**src/efcs_pkg.sv**
```systemverilog
// Shared types, constants and the frame classification function.
`timescale 1ns / 1ps
package efcs_pkg;

  localparam int unsigned MAX_FRAME_BYTES = 1518;
  localparam int unsigned NUM_COUNTERS    = 19;
  localparam int unsigned DIV_STEPS       = 48;

  // Statistic selectors
  localparam logic [4:0] STAT_MIN = 5'd19;
  localparam logic [4:0] STAT_MAX = 5'd20;
  localparam logic [4:0] STAT_AVG = 5'd21;

  // Counter indexes
  localparam int unsigned CNT_FRAMES    = 0;
  localparam int unsigned CNT_IPV4      = 1;
  localparam int unsigned CNT_IPV6      = 2;
  localparam int unsigned CNT_ARP       = 3;
  localparam int unsigned CNT_ARP_REQ   = 4;
  localparam int unsigned CNT_ARP_REP   = 5;
  localparam int unsigned CNT_TCP       = 6;
  localparam int unsigned CNT_UDP       = 7;
  localparam int unsigned CNT_ICMP      = 8;
  localparam int unsigned CNT_ICMP_REQ  = 9;
  localparam int unsigned CNT_ICMP_REP  = 10;
  localparam int unsigned CNT_ICMP6     = 11;
  localparam int unsigned CNT_ICMP6_REQ = 12;
  localparam int unsigned CNT_ICMP6_REP = 13;
  localparam int unsigned CNT_HTTP      = 14;
  localparam int unsigned CNT_DHCP      = 15;
  localparam int unsigned CNT_DNS       = 16;
  localparam int unsigned CNT_HTTPS     = 17;
  localparam int unsigned CNT_OTHER_APP = 18;

  // EtherTypes, protocols and ports
  localparam logic [15:0] ETH_IPV4 = 16'h0800;
  localparam logic [15:0] ETH_IPV6 = 16'h86DD;
  localparam logic [15:0] ETH_ARP  = 16'h0806;
  localparam logic [7:0]  PROTO_TCP   = 8'd6;
  localparam logic [7:0]  PROTO_UDP   = 8'd17;
  localparam logic [7:0]  PROTO_ICMP  = 8'd1;
  localparam logic [7:0]  PROTO_ICMP6 = 8'd58;
  localparam logic [15:0] PORT_HTTP  = 16'd80;
  localparam logic [15:0] PORT_DHCP  = 16'd68;
  localparam logic [15:0] PORT_DNS   = 16'd53;
  localparam logic [15:0] PORT_HTTPS = 16'd443;
  localparam logic [15:0] ARP_OP_REQ = 16'd1;
  localparam logic [15:0] ARP_OP_REP = 16'd2;
  localparam logic [7:0]  ICMP_ECHO_REQ  = 8'd8;
  localparam logic [7:0]  ICMP_ECHO_REP  = 8'd0;
  localparam logic [7:0]  ICMP6_ECHO_REQ = 8'd128;
  localparam logic [7:0]  ICMP6_ECHO_REP = 8'd129;

  // Header byte positions
  localparam logic [10:0] POS_ET_HI    = 11'd12;
  localparam logic [10:0] POS_ET_LO    = 11'd13;
  localparam logic [10:0] POS_L3       = 11'd14;
  localparam logic [10:0] POS_W0_HI    = 11'd20;
  localparam logic [10:0] POS_W0_LO    = 11'd21;
  localparam logic [10:0] POS_V4_PROTO = 11'd23;
  localparam logic [10:0] POS_V4_ICMP  = 11'd34;
  localparam logic [10:0] POS_V6_L4    = 11'd54;

  localparam logic [10:0] MAX_LEN    = 11'(MAX_FRAME_BYTES);
  localparam logic [10:0] MIN_RESET  = 11'h7FF;

  typedef enum logic [1:0] {
    LINK_OTHER = 2'd0, LINK_IPV4 = 2'd1, LINK_IPV6 = 2'd2, LINK_ARP = 2'd3
  } link_t;

  typedef enum logic [2:0] {
    TR_NONE = 3'd0, TR_TCP = 3'd1, TR_UDP = 3'd2, TR_ICMP = 3'd3,
    TR_ICMP6 = 3'd4, TR_UNKNOWN = 3'd5
  } trans_t;

  typedef enum logic [1:0] {
    MSG_NONE = 2'd0, MSG_REQ = 2'd1, MSG_REP = 2'd2
  } msg_t;

  typedef enum logic [2:0] {
    APP_NONE = 3'd0, APP_HTTP = 3'd1, APP_DHCP = 3'd2, APP_DNS = 3'd3,
    APP_HTTPS = 3'd4, APP_OTHER = 3'd5
  } app_t;

  typedef enum logic [2:0] {
    S_IDLE, S_CLASS, S_COUNT, S_FETCH, S_DIVIDE, S_HOLD
  } state_t;

  // Captured header fields of the frame in progress
  typedef struct packed {
    logic [10:0] pos;
    logic [15:0] et;
    logic [15:0] hw0;
    logic [15:0] hw1;
    logic [15:0] hw2;
    logic [7:0]  tb1;
    logic [7:0]  tb2;
    logic [7:0]  tb3;
  } cap_t;

  typedef struct packed {
    link_t                    link;
    trans_t                   trans;
    msg_t                     msg;
    app_t                     app;
    logic [15:0]              sp;
    logic [15:0]              dp;
    logic [NUM_COUNTERS-1:0]  mask;
  } cls_t;

  typedef struct packed {
    logic        result_kind;
    logic [1:0]  link_class;
    logic [2:0]  transport_class;
    logic [1:0]  message_kind;
    logic [2:0]  app_class;
    logic [15:0] source_port;
    logic [15:0] dest_port;
    logic [10:0] frame_length;
    logic [31:0] read_value;
  } res_t;

  function automatic logic port_hit(logic [15:0] s, logic [15:0] d, logic [15:0] p);
    return (s == p) || (d == p);
  endfunction

  // Classify a finished frame and flag the counters it bumps
  function automatic cls_t classify(cap_t c);
    cls_t r;
    logic ip;
    logic [7:0] proto;
    r = '0;
    r.link = LINK_OTHER;
    r.trans = TR_NONE;
    r.msg = MSG_NONE;
    r.app = APP_NONE;
    ip = 1'b0;
    proto = '0;
    r.mask[CNT_FRAMES] = 1'b1;
    if (c.et == ETH_IPV4) begin
      r.link = LINK_IPV4; r.mask[CNT_IPV4] = 1'b1; ip = 1'b1; proto = c.tb1;
    end else if (c.et == ETH_IPV6) begin
      r.link = LINK_IPV6; r.mask[CNT_IPV6] = 1'b1; ip = 1'b1; proto = c.hw0[15:8];
    end else if (c.et == ETH_ARP) begin
      r.link = LINK_ARP; r.mask[CNT_ARP] = 1'b1;
      if (c.hw0 == ARP_OP_REP) begin
        r.msg = MSG_REP; r.mask[CNT_ARP_REP] = 1'b1;
      end else if (c.hw0 == ARP_OP_REQ) begin
        r.msg = MSG_REQ; r.mask[CNT_ARP_REQ] = 1'b1;
      end
    end
    if (ip) begin
      if (proto == PROTO_TCP) begin
        r.trans = TR_TCP; r.mask[CNT_TCP] = 1'b1;
      end else if (proto == PROTO_UDP) begin
        r.trans = TR_UDP; r.mask[CNT_UDP] = 1'b1;
      end else if (proto == PROTO_ICMP) begin
        r.trans = TR_ICMP; r.mask[CNT_ICMP] = 1'b1;
        if (c.tb2 == ICMP_ECHO_REQ) begin
          r.msg = MSG_REQ; r.mask[CNT_ICMP_REQ] = 1'b1;
        end else if (c.tb2 == ICMP_ECHO_REP) begin
          r.msg = MSG_REP; r.mask[CNT_ICMP_REP] = 1'b1;
        end
      end else if (proto == PROTO_ICMP6) begin
        r.trans = TR_ICMP6; r.mask[CNT_ICMP6] = 1'b1;
        if (c.tb3 == ICMP6_ECHO_REQ) begin
          r.msg = MSG_REQ; r.mask[CNT_ICMP6_REQ] = 1'b1;
        end else if (c.tb3 == ICMP6_ECHO_REP) begin
          r.msg = MSG_REP; r.mask[CNT_ICMP6_REP] = 1'b1;
        end
      end else begin
        r.trans = TR_UNKNOWN;
      end
      if (r.trans == TR_TCP || r.trans == TR_UDP) begin
        r.sp = c.hw1;
        r.dp = c.hw2;
        if (port_hit(c.hw1, c.hw2, PORT_HTTP)) begin
          r.app = APP_HTTP; r.mask[CNT_HTTP] = 1'b1;
        end else if (port_hit(c.hw1, c.hw2, PORT_DHCP)) begin
          r.app = APP_DHCP; r.mask[CNT_DHCP] = 1'b1;
        end else if (port_hit(c.hw1, c.hw2, PORT_DNS)) begin
          r.app = APP_DNS; r.mask[CNT_DNS] = 1'b1;
        end else if (port_hit(c.hw1, c.hw2, PORT_HTTPS)) begin
          r.app = APP_HTTPS; r.mask[CNT_HTTPS] = 1'b1;
        end else begin
          r.app = APP_OTHER; r.mask[CNT_OTHER_APP] = 1'b1;
        end
      end
    end
    return r;
  endfunction

endpackage

```
**src/efcs_in_if.sv**
```systemverilog
// Input channel: frame bytes and statistic reads.
`timescale 1ns / 1ps
interface efcs_in_if;
  logic       valid;
  logic       ready;
  logic       action;
  logic [7:0] data_byte;
  logic       last_byte;
  logic [4:0] stat_index;

  modport source(output valid, action, data_byte, last_byte, stat_index, input ready);
  modport sink(input valid, action, data_byte, last_byte, stat_index, output ready);
endinterface

```
**src/efcs_out_if.sv**
```systemverilog
// Output channel: classification results and statistic values.
`timescale 1ns / 1ps
interface efcs_out_if;
  logic        valid;
  logic        ready;
  logic        result_kind;
  logic [1:0]  link_class;
  logic [2:0]  transport_class;
  logic [1:0]  message_kind;
  logic [2:0]  app_class;
  logic [15:0] source_port;
  logic [15:0] dest_port;
  logic [10:0] frame_length;
  logic [31:0] read_value;

  modport source(output valid, result_kind, link_class, transport_class, message_kind,
                 app_class, source_port, dest_port, frame_length, read_value,
                 input ready);
  modport sink(input valid, result_kind, link_class, transport_class, message_kind,
               app_class, source_port, dest_port, frame_length, read_value,
               output ready);
endinterface

```
**src/ethernet_frame_classifier_stats.sv**
```systemverilog
// Top level: sequencer, shared counter incrementer, length statistics, output register.
//
//   channel  | dir | beat carries
//   ---------+-----+------------------------------------------------------
//   items    | in  | action, data_byte, last_byte, stat_index
//   results  | out | result_kind, link/transport/message/app class, ports,
//            |     | frame_length, read_value
//
// A non-final frame byte is only captured and the sequencer stays idle. A final
// byte is accepted, classified in S_CLASS, then the shared incrementer walks all
// 19 counters in the counter store in S_COUNT, and S_HOLD loads the output.
// Counter, minimum and maximum reads go through S_FETCH to S_HOLD; an average
// read with a nonzero frame count also runs the bit-serial divider in S_DIVIDE.
// rst is synchronous; counters read as zero after it. items.ready is low while
// a beat is in work or a result waits for a full output register.
`timescale 1ns / 1ps
module ethernet_frame_classifier_stats
  import efcs_pkg::*;
(
  input  logic     clk,
  input  logic     rst,
  efcs_in_if.sink  items,
  efcs_out_if.source results
);

  state_t      state, state_next;
  cap_t        cap;
  cls_t        cls;
  res_t        pend, out_reg;
  logic        out_valid;
  logic [4:0]  cnt_idx;
  logic [4:0]  rd_idx;
  logic [10:0] shortest, longest;
  logic [47:0] len_sum;
  logic [4:0]  raddr;
  logic [31:0] rdata;
  logic        we;
  logic [4:0]  waddr;
  logic        accept;
  logic        byte_take;
  logic        cap_clear;
  logic        div_start;
  logic        div_done;
  logic [31:0] quotient;
  logic        load_out;

  assign accept    = items.valid && items.ready;
  assign byte_take = accept && !items.action;
  assign load_out  = (state == S_HOLD) && (!out_valid || results.ready);

  efcs_capture u_capture (
    .clk(clk), .rst(rst), .take(byte_take), .data_byte(items.data_byte),
    .clear(cap_clear), .cap(cap)
  );

  efcs_counter_ram u_counters (
    .clk(clk), .rst(rst), .raddr(raddr), .rdata(rdata),
    .we(we), .waddr(waddr), .wdata(rdata + 32'd1)
  );

  efcs_divider u_div (
    .clk(clk), .rst(rst), .start(div_start), .dividend(len_sum), .divisor(rdata),
    .done(div_done), .quotient(quotient)
  );

  // Next state
  always_comb begin
    state_next = state;
    case (state)
      S_IDLE: begin
        if (accept) begin
          if (items.action) state_next = S_FETCH;
          else if (items.last_byte) state_next = S_CLASS;
        end
      end
      S_CLASS:  state_next = S_COUNT;
      S_COUNT:  if (cnt_idx == 5'(NUM_COUNTERS)) state_next = S_HOLD;
      S_FETCH: begin
        if (rd_idx == STAT_AVG && rdata != 32'd0) state_next = S_DIVIDE;
        else state_next = S_HOLD;
      end
      S_DIVIDE: if (div_done) state_next = S_HOLD;
      S_HOLD:   if (load_out) state_next = S_IDLE;
      default:  state_next = S_IDLE;
    endcase
  end

  // Control outputs
  always_comb begin
    items.ready = 1'b0;
    cap_clear   = 1'b0;
    div_start   = 1'b0;
    we          = 1'b0;
    waddr       = cnt_idx - 5'd1;
    raddr       = 5'd0;
    case (state)
      S_IDLE: begin
        items.ready = 1'b1;
        // start the read at the accepting edge; the average needs the frame count
        if (items.stat_index < 5'(NUM_COUNTERS)) raddr = items.stat_index;
      end
      S_CLASS: cap_clear = 1'b1;
      S_COUNT: begin
        if (cnt_idx < 5'(NUM_COUNTERS)) raddr = cnt_idx;
        if (cnt_idx != 5'd0) we = cls.mask[waddr];
      end
      S_FETCH: div_start = (rd_idx == STAT_AVG) && (rdata != 32'd0);
      default: ;
    endcase
  end

  // Sequencer and statistics registers
  always_ff @(posedge clk) begin
    if (rst) begin
      state    <= S_IDLE;
      shortest <= MIN_RESET;
      longest  <= '0;
      len_sum  <= '0;
      cnt_idx  <= '0;
    end else begin
      state <= state_next;
      case (state)
        S_CLASS: cnt_idx <= '0;
        S_COUNT: begin
          cnt_idx <= cnt_idx + 5'd1;
          if (cnt_idx == 5'(NUM_COUNTERS)) begin
            if (pend.frame_length < shortest) shortest <= pend.frame_length;
            if (pend.frame_length > longest) longest <= pend.frame_length;
            len_sum <= len_sum + {37'd0, pend.frame_length};
          end
        end
        default: ;
      endcase
    end
  end

  // Payload of the pending result
  always_ff @(posedge clk) begin
    if (state == S_IDLE && accept) rd_idx <= items.stat_index;
    case (state)
      S_CLASS: begin
        cls <= classify(cap);
        pend.result_kind     <= 1'b0;
        pend.link_class      <= classify(cap).link;
        pend.transport_class <= classify(cap).trans;
        pend.message_kind    <= classify(cap).msg;
        pend.app_class       <= classify(cap).app;
        pend.source_port     <= classify(cap).sp;
        pend.dest_port       <= classify(cap).dp;
        pend.frame_length    <= cap.pos;
        pend.read_value      <= '0;
      end
      S_FETCH: begin
        pend.result_kind     <= 1'b1;
        pend.link_class      <= LINK_OTHER;
        pend.transport_class <= TR_NONE;
        pend.message_kind    <= MSG_NONE;
        pend.app_class       <= APP_NONE;
        pend.source_port     <= '0;
        pend.dest_port       <= '0;
        pend.frame_length    <= '0;
        if (rd_idx < 5'(NUM_COUNTERS)) pend.read_value <= rdata;
        else if (rd_idx == STAT_MIN) pend.read_value <= {21'd0, shortest};
        else if (rd_idx == STAT_MAX) pend.read_value <= {21'd0, longest};
        else pend.read_value <= '0;
      end
      S_DIVIDE: if (div_done) pend.read_value <= quotient;
      default: ;
    endcase
  end

  // Output register
  always_ff @(posedge clk) begin
    if (rst) begin
      out_valid <= 1'b0;
    end else if (load_out) begin
      out_valid <= 1'b1;
    end else if (results.ready) begin
      out_valid <= 1'b0;
    end
  end

  always_ff @(posedge clk) begin
    if (load_out) out_reg <= pend;
  end

  assign results.valid           = out_valid;
  assign results.result_kind     = out_reg.result_kind;
  assign results.link_class      = out_reg.link_class;
  assign results.transport_class = out_reg.transport_class;
  assign results.message_kind    = out_reg.message_kind;
  assign results.app_class       = out_reg.app_class;
  assign results.source_port     = out_reg.source_port;
  assign results.dest_port       = out_reg.dest_port;
  assign results.frame_length    = out_reg.frame_length;
  assign results.read_value      = out_reg.read_value;

endmodule

```
**src/efcs_capture.sv**
```systemverilog
// Header byte capture for the frame in progress.
`timescale 1ns / 1ps
module efcs_capture
  import efcs_pkg::*;
(
  input  logic       clk,
  input  logic       rst,
  input  logic       take,
  input  logic [7:0] data_byte,
  input  logic       clear,
  output cap_t       cap
);

  cap_t       c;
  logic [7:0] tb0;
  logic [3:0] ihl;
  logic [10:0] base;

  // IPv4 port offset from IHL, using the byte just arriving at position 14
  assign ihl  = (c.pos == POS_L3) ? data_byte[3:0] : tb0[3:0];
  assign base = POS_L3 + {5'd0, ihl, 2'b00};

  always_ff @(posedge clk) begin
    if (rst || clear) begin
      c   <= '0;
      tb0 <= '0;
    end else if (take && (c.pos < MAX_LEN)) begin
      c.pos <= c.pos + 11'd1;
      if (c.pos == POS_ET_HI) c.et[15:8] <= data_byte;
      if (c.pos == POS_ET_LO) c.et[7:0] <= data_byte;
      if (c.pos == POS_L3) tb0 <= data_byte;
      if (c.pos == POS_W0_HI) c.hw0[15:8] <= data_byte;
      if (c.pos == POS_W0_LO) c.hw0[7:0] <= data_byte;
      if (c.pos == POS_V4_PROTO) c.tb1 <= data_byte;
      if (c.pos == POS_V4_ICMP) c.tb2 <= data_byte;
      if (c.pos == POS_V6_L4) c.tb3 <= data_byte;
      if (c.pos >= POS_L3) begin
        if (c.et == ETH_IPV4) begin
          if (c.pos == base) c.hw1[15:8] <= data_byte;
          if (c.pos == base + 11'd1) c.hw1[7:0] <= data_byte;
          if (c.pos == base + 11'd2) c.hw2[15:8] <= data_byte;
          if (c.pos == base + 11'd3) c.hw2[7:0] <= data_byte;
        end else if (c.et == ETH_IPV6) begin
          if (c.pos == POS_V6_L4) c.hw1[15:8] <= data_byte;
          if (c.pos == POS_V6_L4 + 11'd1) c.hw1[7:0] <= data_byte;
          if (c.pos == POS_V6_L4 + 11'd2) c.hw2[15:8] <= data_byte;
          if (c.pos == POS_V6_L4 + 11'd3) c.hw2[7:0] <= data_byte;
        end
      end
    end
  end

  assign cap = c;

endmodule

```
**src/efcs_counter_ram.sv**
```systemverilog
// Event counter store: one write port, one registered read port, valid bits.
`timescale 1ns / 1ps
module efcs_counter_ram
  import efcs_pkg::*;
(
  input  logic        clk,
  input  logic        rst,
  input  logic [4:0]  raddr,
  output logic [31:0] rdata,
  input  logic        we,
  input  logic [4:0]  waddr,
  input  logic [31:0] wdata
);

  logic [31:0]             mem [NUM_COUNTERS];
  logic [NUM_COUNTERS-1:0] valid;
  logic [31:0]             rword;
  logic                    rvalid;

  // Storage
  always_ff @(posedge clk) begin
    if (we) mem[waddr] <= wdata;
    rword <= mem[raddr];
  end

  // Entries never written read as zero
  always_ff @(posedge clk) begin
    if (rst) begin
      valid  <= '0;
      rvalid <= 1'b0;
    end else begin
      if (we) valid[waddr] <= 1'b1;
      rvalid <= valid[raddr];
    end
  end

  assign rdata = rvalid ? rword : 32'd0;

endmodule

```
**src/efcs_divider.sv**
```systemverilog
// Restoring divider, one quotient bit per cycle, saturating to 32 bits.
`timescale 1ns / 1ps
module efcs_divider
  import efcs_pkg::*;
(
  input  logic        clk,
  input  logic        rst,
  input  logic        start,
  input  logic [47:0] dividend,
  input  logic [31:0] divisor,
  output logic        done,
  output logic [31:0] quotient
);

  logic [47:0] q;
  logic [32:0] rem;
  logic [31:0] dvs;
  logic [5:0]  step;
  logic        busy;
  logic [32:0] rem_sh;
  logic [33:0] diff;

  // One shift-subtract step
  assign rem_sh = {rem[31:0], q[47]};
  assign diff   = {1'b0, rem_sh} - {2'b00, dvs};

  always_ff @(posedge clk) begin
    if (start) begin
      q   <= dividend;
      rem <= '0;
      dvs <= divisor;
    end else if (busy) begin
      if (!diff[33]) begin
        rem <= diff[32:0];
        q   <= {q[46:0], 1'b1};
      end else begin
        rem <= rem_sh;
        q   <= {q[46:0], 1'b0};
      end
    end
  end

  // Step counter
  always_ff @(posedge clk) begin
    if (rst) begin
      busy <= 1'b0;
      step <= '0;
      done <= 1'b0;
    end else begin
      done <= 1'b0;
      if (start) begin
        busy <= 1'b1;
        step <= '0;
      end else if (busy) begin
        step <= step + 6'd1;
        if (step == 6'(DIV_STEPS - 1)) begin
          busy <= 1'b0;
          done <= 1'b1;
        end
      end
    end
  end

  assign quotient = (q[47:32] != 16'd0) ? 32'hFFFF_FFFF : q[31:0];

endmodule
```
**src/flat_wrapper.sv**
```systemverilog
// flat-port wrapper written by rule: the top's interface ports become plain ports
module ethernet_frame_classifier_stats_flat import efcs_pkg::*;
  (clk, rst, items_valid, items_action, items_data_byte, items_last_byte, items_stat_index, items_ready, results_valid, results_result_kind, results_link_class, results_transport_class, results_message_kind, results_app_class, results_source_port, results_dest_port, results_frame_length, results_read_value, results_ready);
  efcs_in_if items_i ();
  efcs_out_if results_i ();
  input  logic clk;
  input  logic rst;
  input wire logic [$bits(items_i.valid)-1:0] items_valid;
  input wire logic [$bits(items_i.action)-1:0] items_action;
  input wire logic [$bits(items_i.data_byte)-1:0] items_data_byte;
  input wire logic [$bits(items_i.last_byte)-1:0] items_last_byte;
  input wire logic [$bits(items_i.stat_index)-1:0] items_stat_index;
  output wire logic [$bits(items_i.ready)-1:0] items_ready;
  output wire logic [$bits(results_i.valid)-1:0] results_valid;
  output wire logic [$bits(results_i.result_kind)-1:0] results_result_kind;
  output wire logic [$bits(results_i.link_class)-1:0] results_link_class;
  output wire logic [$bits(results_i.transport_class)-1:0] results_transport_class;
  output wire logic [$bits(results_i.message_kind)-1:0] results_message_kind;
  output wire logic [$bits(results_i.app_class)-1:0] results_app_class;
  output wire logic [$bits(results_i.source_port)-1:0] results_source_port;
  output wire logic [$bits(results_i.dest_port)-1:0] results_dest_port;
  output wire logic [$bits(results_i.frame_length)-1:0] results_frame_length;
  output wire logic [$bits(results_i.read_value)-1:0] results_read_value;
  input wire logic [$bits(results_i.ready)-1:0] results_ready;
  assign items_i.valid = items_valid;
  assign items_i.action = items_action;
  assign items_i.data_byte = items_data_byte;
  assign items_i.last_byte = items_last_byte;
  assign items_i.stat_index = items_stat_index;
  assign items_ready = items_i.ready;
  assign results_valid = results_i.valid;
  assign results_result_kind = results_i.result_kind;
  assign results_link_class = results_i.link_class;
  assign results_transport_class = results_i.transport_class;
  assign results_message_kind = results_i.message_kind;
  assign results_app_class = results_i.app_class;
  assign results_source_port = results_i.source_port;
  assign results_dest_port = results_i.dest_port;
  assign results_frame_length = results_i.frame_length;
  assign results_read_value = results_i.read_value;
  assign results_i.ready = results_ready;
  ethernet_frame_classifier_stats u_core (.clk(clk), .rst(rst), .items(items_i), .results(results_i));
endmodule
```
**config.mk**
```make
export PLATFORM = sky130hd
export DESIGN_NAME = ethernet_frame_classifier_stats_flat
export DESIGN_NICKNAME = d
export VERILOG_FILES = /design/src/efcs_pkg.sv /design/src/efcs_in_if.sv /design/src/efcs_out_if.sv /design/src/ethernet_frame_classifier_stats.sv /design/src/efcs_capture.sv /design/src/efcs_counter_ram.sv /design/src/efcs_divider.sv /design/src/flat_wrapper.sv
export SDC_FILE = /design/constraint.sdc
export NUM_CORES = 2
export LEC_CHECK = 0
export ABC_AREA = 1
export BUFFER_PORTS_ARGS = -buffer_cell sky130_fd_sc_hd__buf_2
export CAP_MARGIN = 0
export CORE_ASPECT_RATIO = 0.9
export CORE_UTILIZATION = 63
export DETAILED_ROUTE_END_ITERATION = 16
export GPL_ROUTABILITY_DRIVEN = 0
export PLACE_DENSITY = 0.81
export SYNTH_ARGS = -nofsm -noshare
export SYNTH_HDL_FRONTEND = slang
export SYNTH_SLANG_ARGS = --single-unit
```
**constraint.sdc**
```tcl
create_clock -name clk -period 7.9 [get_ports clk]
set_clock_uncertainty 0.05 [all_clocks]
set_input_delay 0.395 -clock clk [delete_from_list [all_inputs] [get_ports clk]]
set_output_delay 0.395 -clock clk [all_outputs]
set_load 0.02 [all_outputs]
```
==> qor.csv <==
stage,metric,value,unit
status,status,completed,
route,drt drc,0,
setup_path,Worst path slowest cell,inv_8,
clock_tree,total CTS buffers,107,
route,Starting DRT DRC Count,5268,
floorplanning,die span in y,269,microns
setup_path,Required @ worst endpoint,8.46,ns
synth,count of different cell masters after synthesis,64,
synth,Synth top cells by count,"883 x edfxtp_1, 595 x nor2_1, 585 x nand2_1",
power,PwrDens,286,nW/um^2
timing,Final Max Tran Viols,0,
synth,post-synthesis xor/xnor area fraction,1.42,%
synth,Yosys reg bits,1157,
global_route,total grt overflow,0,
timing,"Hold Vio Cnt, Final",0,
route,DR vias/cell,6.27,
synth,syn avg cell area,10.6,sq um
setup_path,Crit Path Max Fanout,199,
synth,warnings from Yosys,0,
timing,relative slew slack,7.84,%
route,remaining antenna violation count,0,
finish,Post-Route Utilization,70.3,%
route,number of iterations in the first detailed-routing pass,7,
route,WL/cell,21.8,microns
synth,ys async rst share,0,%
power,VDD IR max,0.230,mV
synth,ys flop type,edfxtp_1,
flow_run,max-capacitance violation count,0,
global_route,first-pass GRT wire length,196,mm
place,Port Buf Inserts,106,
route,WL final,129,mm
floorplanning,number of I/O pins,107,
route,met2 routed WL,59.7,mm
place,HPWL after DPL,76.7,mm
finish,filler cell count,5333,
clock_tree,"Clk pin slew, worst setup/hold paths",0.07,ns
floorplanning,die span in x,299,microns
clock_tree,H-tree Lvls,3,
setup_path,Worst path max stage delay,0.90,ns
synth,Synth Instances,4722,
synth,Post-Syn Area,49900,sq um
clock_tree,clk buf depth,3,
timing,slew at the pin with the worst max-slew slack,1.38,ns
route,routed wl met3,13.4,mm
power,power after layout,15.7,mW
synth,synth top area cells,"edfxtp_1 53%, dfxtp_1 11%, o21ai_0 5.7%, nor2_1 4.5%, nand2_1 4.4%",
timing,RSZ-0062 raised after global routing,no,
finish,Finished Cell Area,55000,sq um
finish,antenna cells,0,
power,LEAKAGE,20.1,nW
finish,Syn-to-layout area delta,10.1,%
synth,cell taking the most area after synthesis,edfxtp_1,
synth,Post-Synth Simple-Gate Area,13.9,%
place,DP Area,51300,sq um
setup_path,CP Capture Type,flip-flop,
timing,Tcrit/Tclk final,59.8,%
synth,area share of the leading cell type in the synthesized netlist,53.1,%
global_route,initial antenna violation count,3,
timing,final setup violation count,0,
synth,Synth Area in Adders,2.01,%
clock_tree,CTS hold repair buffers,12,
clock_tree,"Clk Latency, worst-skew pair",0.69,ns
setup_path,"Arr. time, crit path",5.28,ns
floorplanning,DIE AREA,80400,sq um
global_route,largest net degree at the start of global routing,200,
synth,Synth Net Count,4820,
synth,largest family of logic cells by synthesized area,simple AND/OR/NAND/NOR gates,
finish,layout net count,4876,
floorplanning,Initial Utilization,63.9,%
global_route,GRT Util Overall,31.5,%
timing,crit path time final,4.72,ns
synth,Synth Area in Compound Gates,13.4,%
clock_tree,Clock Tree Root,clkbuf_16,
clock_tree,# Post-CTS Setup Buffers,0,
synth,most numerous cell in the Yosys netlist,edfxtp_1,
floorplanning,Core Region,78200,sq um
timing,Fin Setup TNS,0,ns
route,met1 wire length,50.4,mm
synth,register area share after synthesis,64.1,%
route,top sig layer,met5,
floorplanning,Std-Cell Rows,97,
hold_path,worst min-delay path category,in2reg,
synth,mux cell area share after synthesis,0,%
clock_tree,# resized after CTS,0,
setup_path,Worst Setup Start Kind,flip-flop,
finish,share of post-route cells with drive strength above 1,9.59,%
global_route,vias in the first global route,34487,
synth,Post-synth EDFFs,883,
clock_tree,CTS tree,yes,
clock_tree,Sink Count,1157,
timing,Max Clk Rate,0.212,GHz
route,routed vias,37049,
setup_path,Crit Path Class,reg2reg,
setup_path,"Critical Path, Cell by Cell",nand2_1 > nand2_1 > nand2_1 > nand3_1 > nand2_8 > inv_8 > buf_4 > o21ai_0 > o221ai_1 > o211a_1 > o21ai_0 > o21ai_0,
area by class of cell:
| cell class | count | area, sq um | share of cell area [%] |
|---|---|---|---|
| Clock buffer | 135 | 2960 | 5.38 |
| Clock inverter | 67 | 607 | 1.10 |
| Inverter | 423 | 1600 | 2.92 |
| Multi-Input combinational cell | 2923 | 15500 | 28.2 |
| Sequential cell | 1157 | 32000 | 58.2 |
| Tap cell | 1039 | 1300 | 2.36 |
| Timing Repair Buffer | 166 | 1010 | 1.84 |
registers in the layout, indices dropped and copies added (netlist names), 16 cells and up:
register and flops:
u_core.u_counters.rword 32, u_core.u_counters.valid 19, u_core.u_capture.cap 99, u_core.results.dest_port 16, u_core.u_counters.mem 608, u_core.results.source_port 16, u_core.u_div.rem 32, u_core.u_div.q 48
u_core.cls 18, u_core.results.read_value 32, u_core.u_div.dvs 32, u_core.len_sum 48, u_core.pend 86
logic make-up (layout without fill, tap and decap cells):
| logic type | count (synthesis) | after routing |
|---|---|---|
| adder cells (fa/ha/maj) | 79 | 79 |
| buffers and inverters | 642 | 791 |
| flip-flops | 1157 | 1157 |
| XOR/XNOR | 81 | 81 |
| AO/OA/AOI/OAI | 1180 | 1180 |
| AND/OR/NAND/NOR | 1583 | 1583 |
final timing paths:
path                            slack [ns]               start                                 to  cells after the start
worst max-delay path                  3.18   u_core.cnt_idx[0]         u_core.u_counters.rword[7]                     12
worst min-delay path                  0.02  items_data_byte[0]            u_core.u_capture.tb0[0]                      3
worst max register to register        3.18   u_core.cnt_idx[0]         u_core.u_counters.rword[7]                     12
worst min register to register        0.36     u_core.pend[82]  u_core.results.transport_class[2]                      0
stage by stage:
| step | worst slack (ns) | cells | hold WS (ns) |
|---|---|---|---|
| finish | 3.18 | 5910 | 0.0188 |
| global route | 2.83 | 5910 | 0.0134 |
| CTS | 3.43 | 5910 | 0.00133 |
| detailed placement | 3.57 | 5696 | 0.355 |
| global placement | 3.72 | 5696 | 0.352 |
| floorplan | 2.43 | 4722 | 0.350 |
where the power goes:
| part | switching, mW | internal, mW | leakage [nW] | total [mW] |
|---|---|---|---|---|
| Sequential | 0.325 | 7.20 | 10.4 | 7.52 |
| Combinational | 2.15 | 0.798 | 7.96 | 2.95 |
| Clock | 2.31 | 2.93 | 1.77 | 5.23 |
| Total | 4.79 | 10.9 | 20.1 | 15.7 |
routing by layer:
layer	track usage, %	up-vias
met2	50.5	2302
met5	0	-
met1	43.5	17601
met3	5.18	356
met4	12.4	6
li1	-	16784
cells in the final DEF (no fill, tap or decap), types with 77 or more instances in the layout:
master	n
dfxtp_1	274
a21oi_1	260
o22ai_1	84
nand2_1	585
inv_1	368
nor2_1	591
clkbuf_16	108
edfxtp_1	883
nand3_1	170
o21ai_0	568
ha_1	77
buf_2	106
critical path, delay by kind of cell (launching register included):
family	cells	cell delay (ns)
buf+inv	2	1.78
compound gates	5	0.98
simple gates	5	0.96
flops	1	0.61
Note: power is estimated with default switching activity, not from simulation.
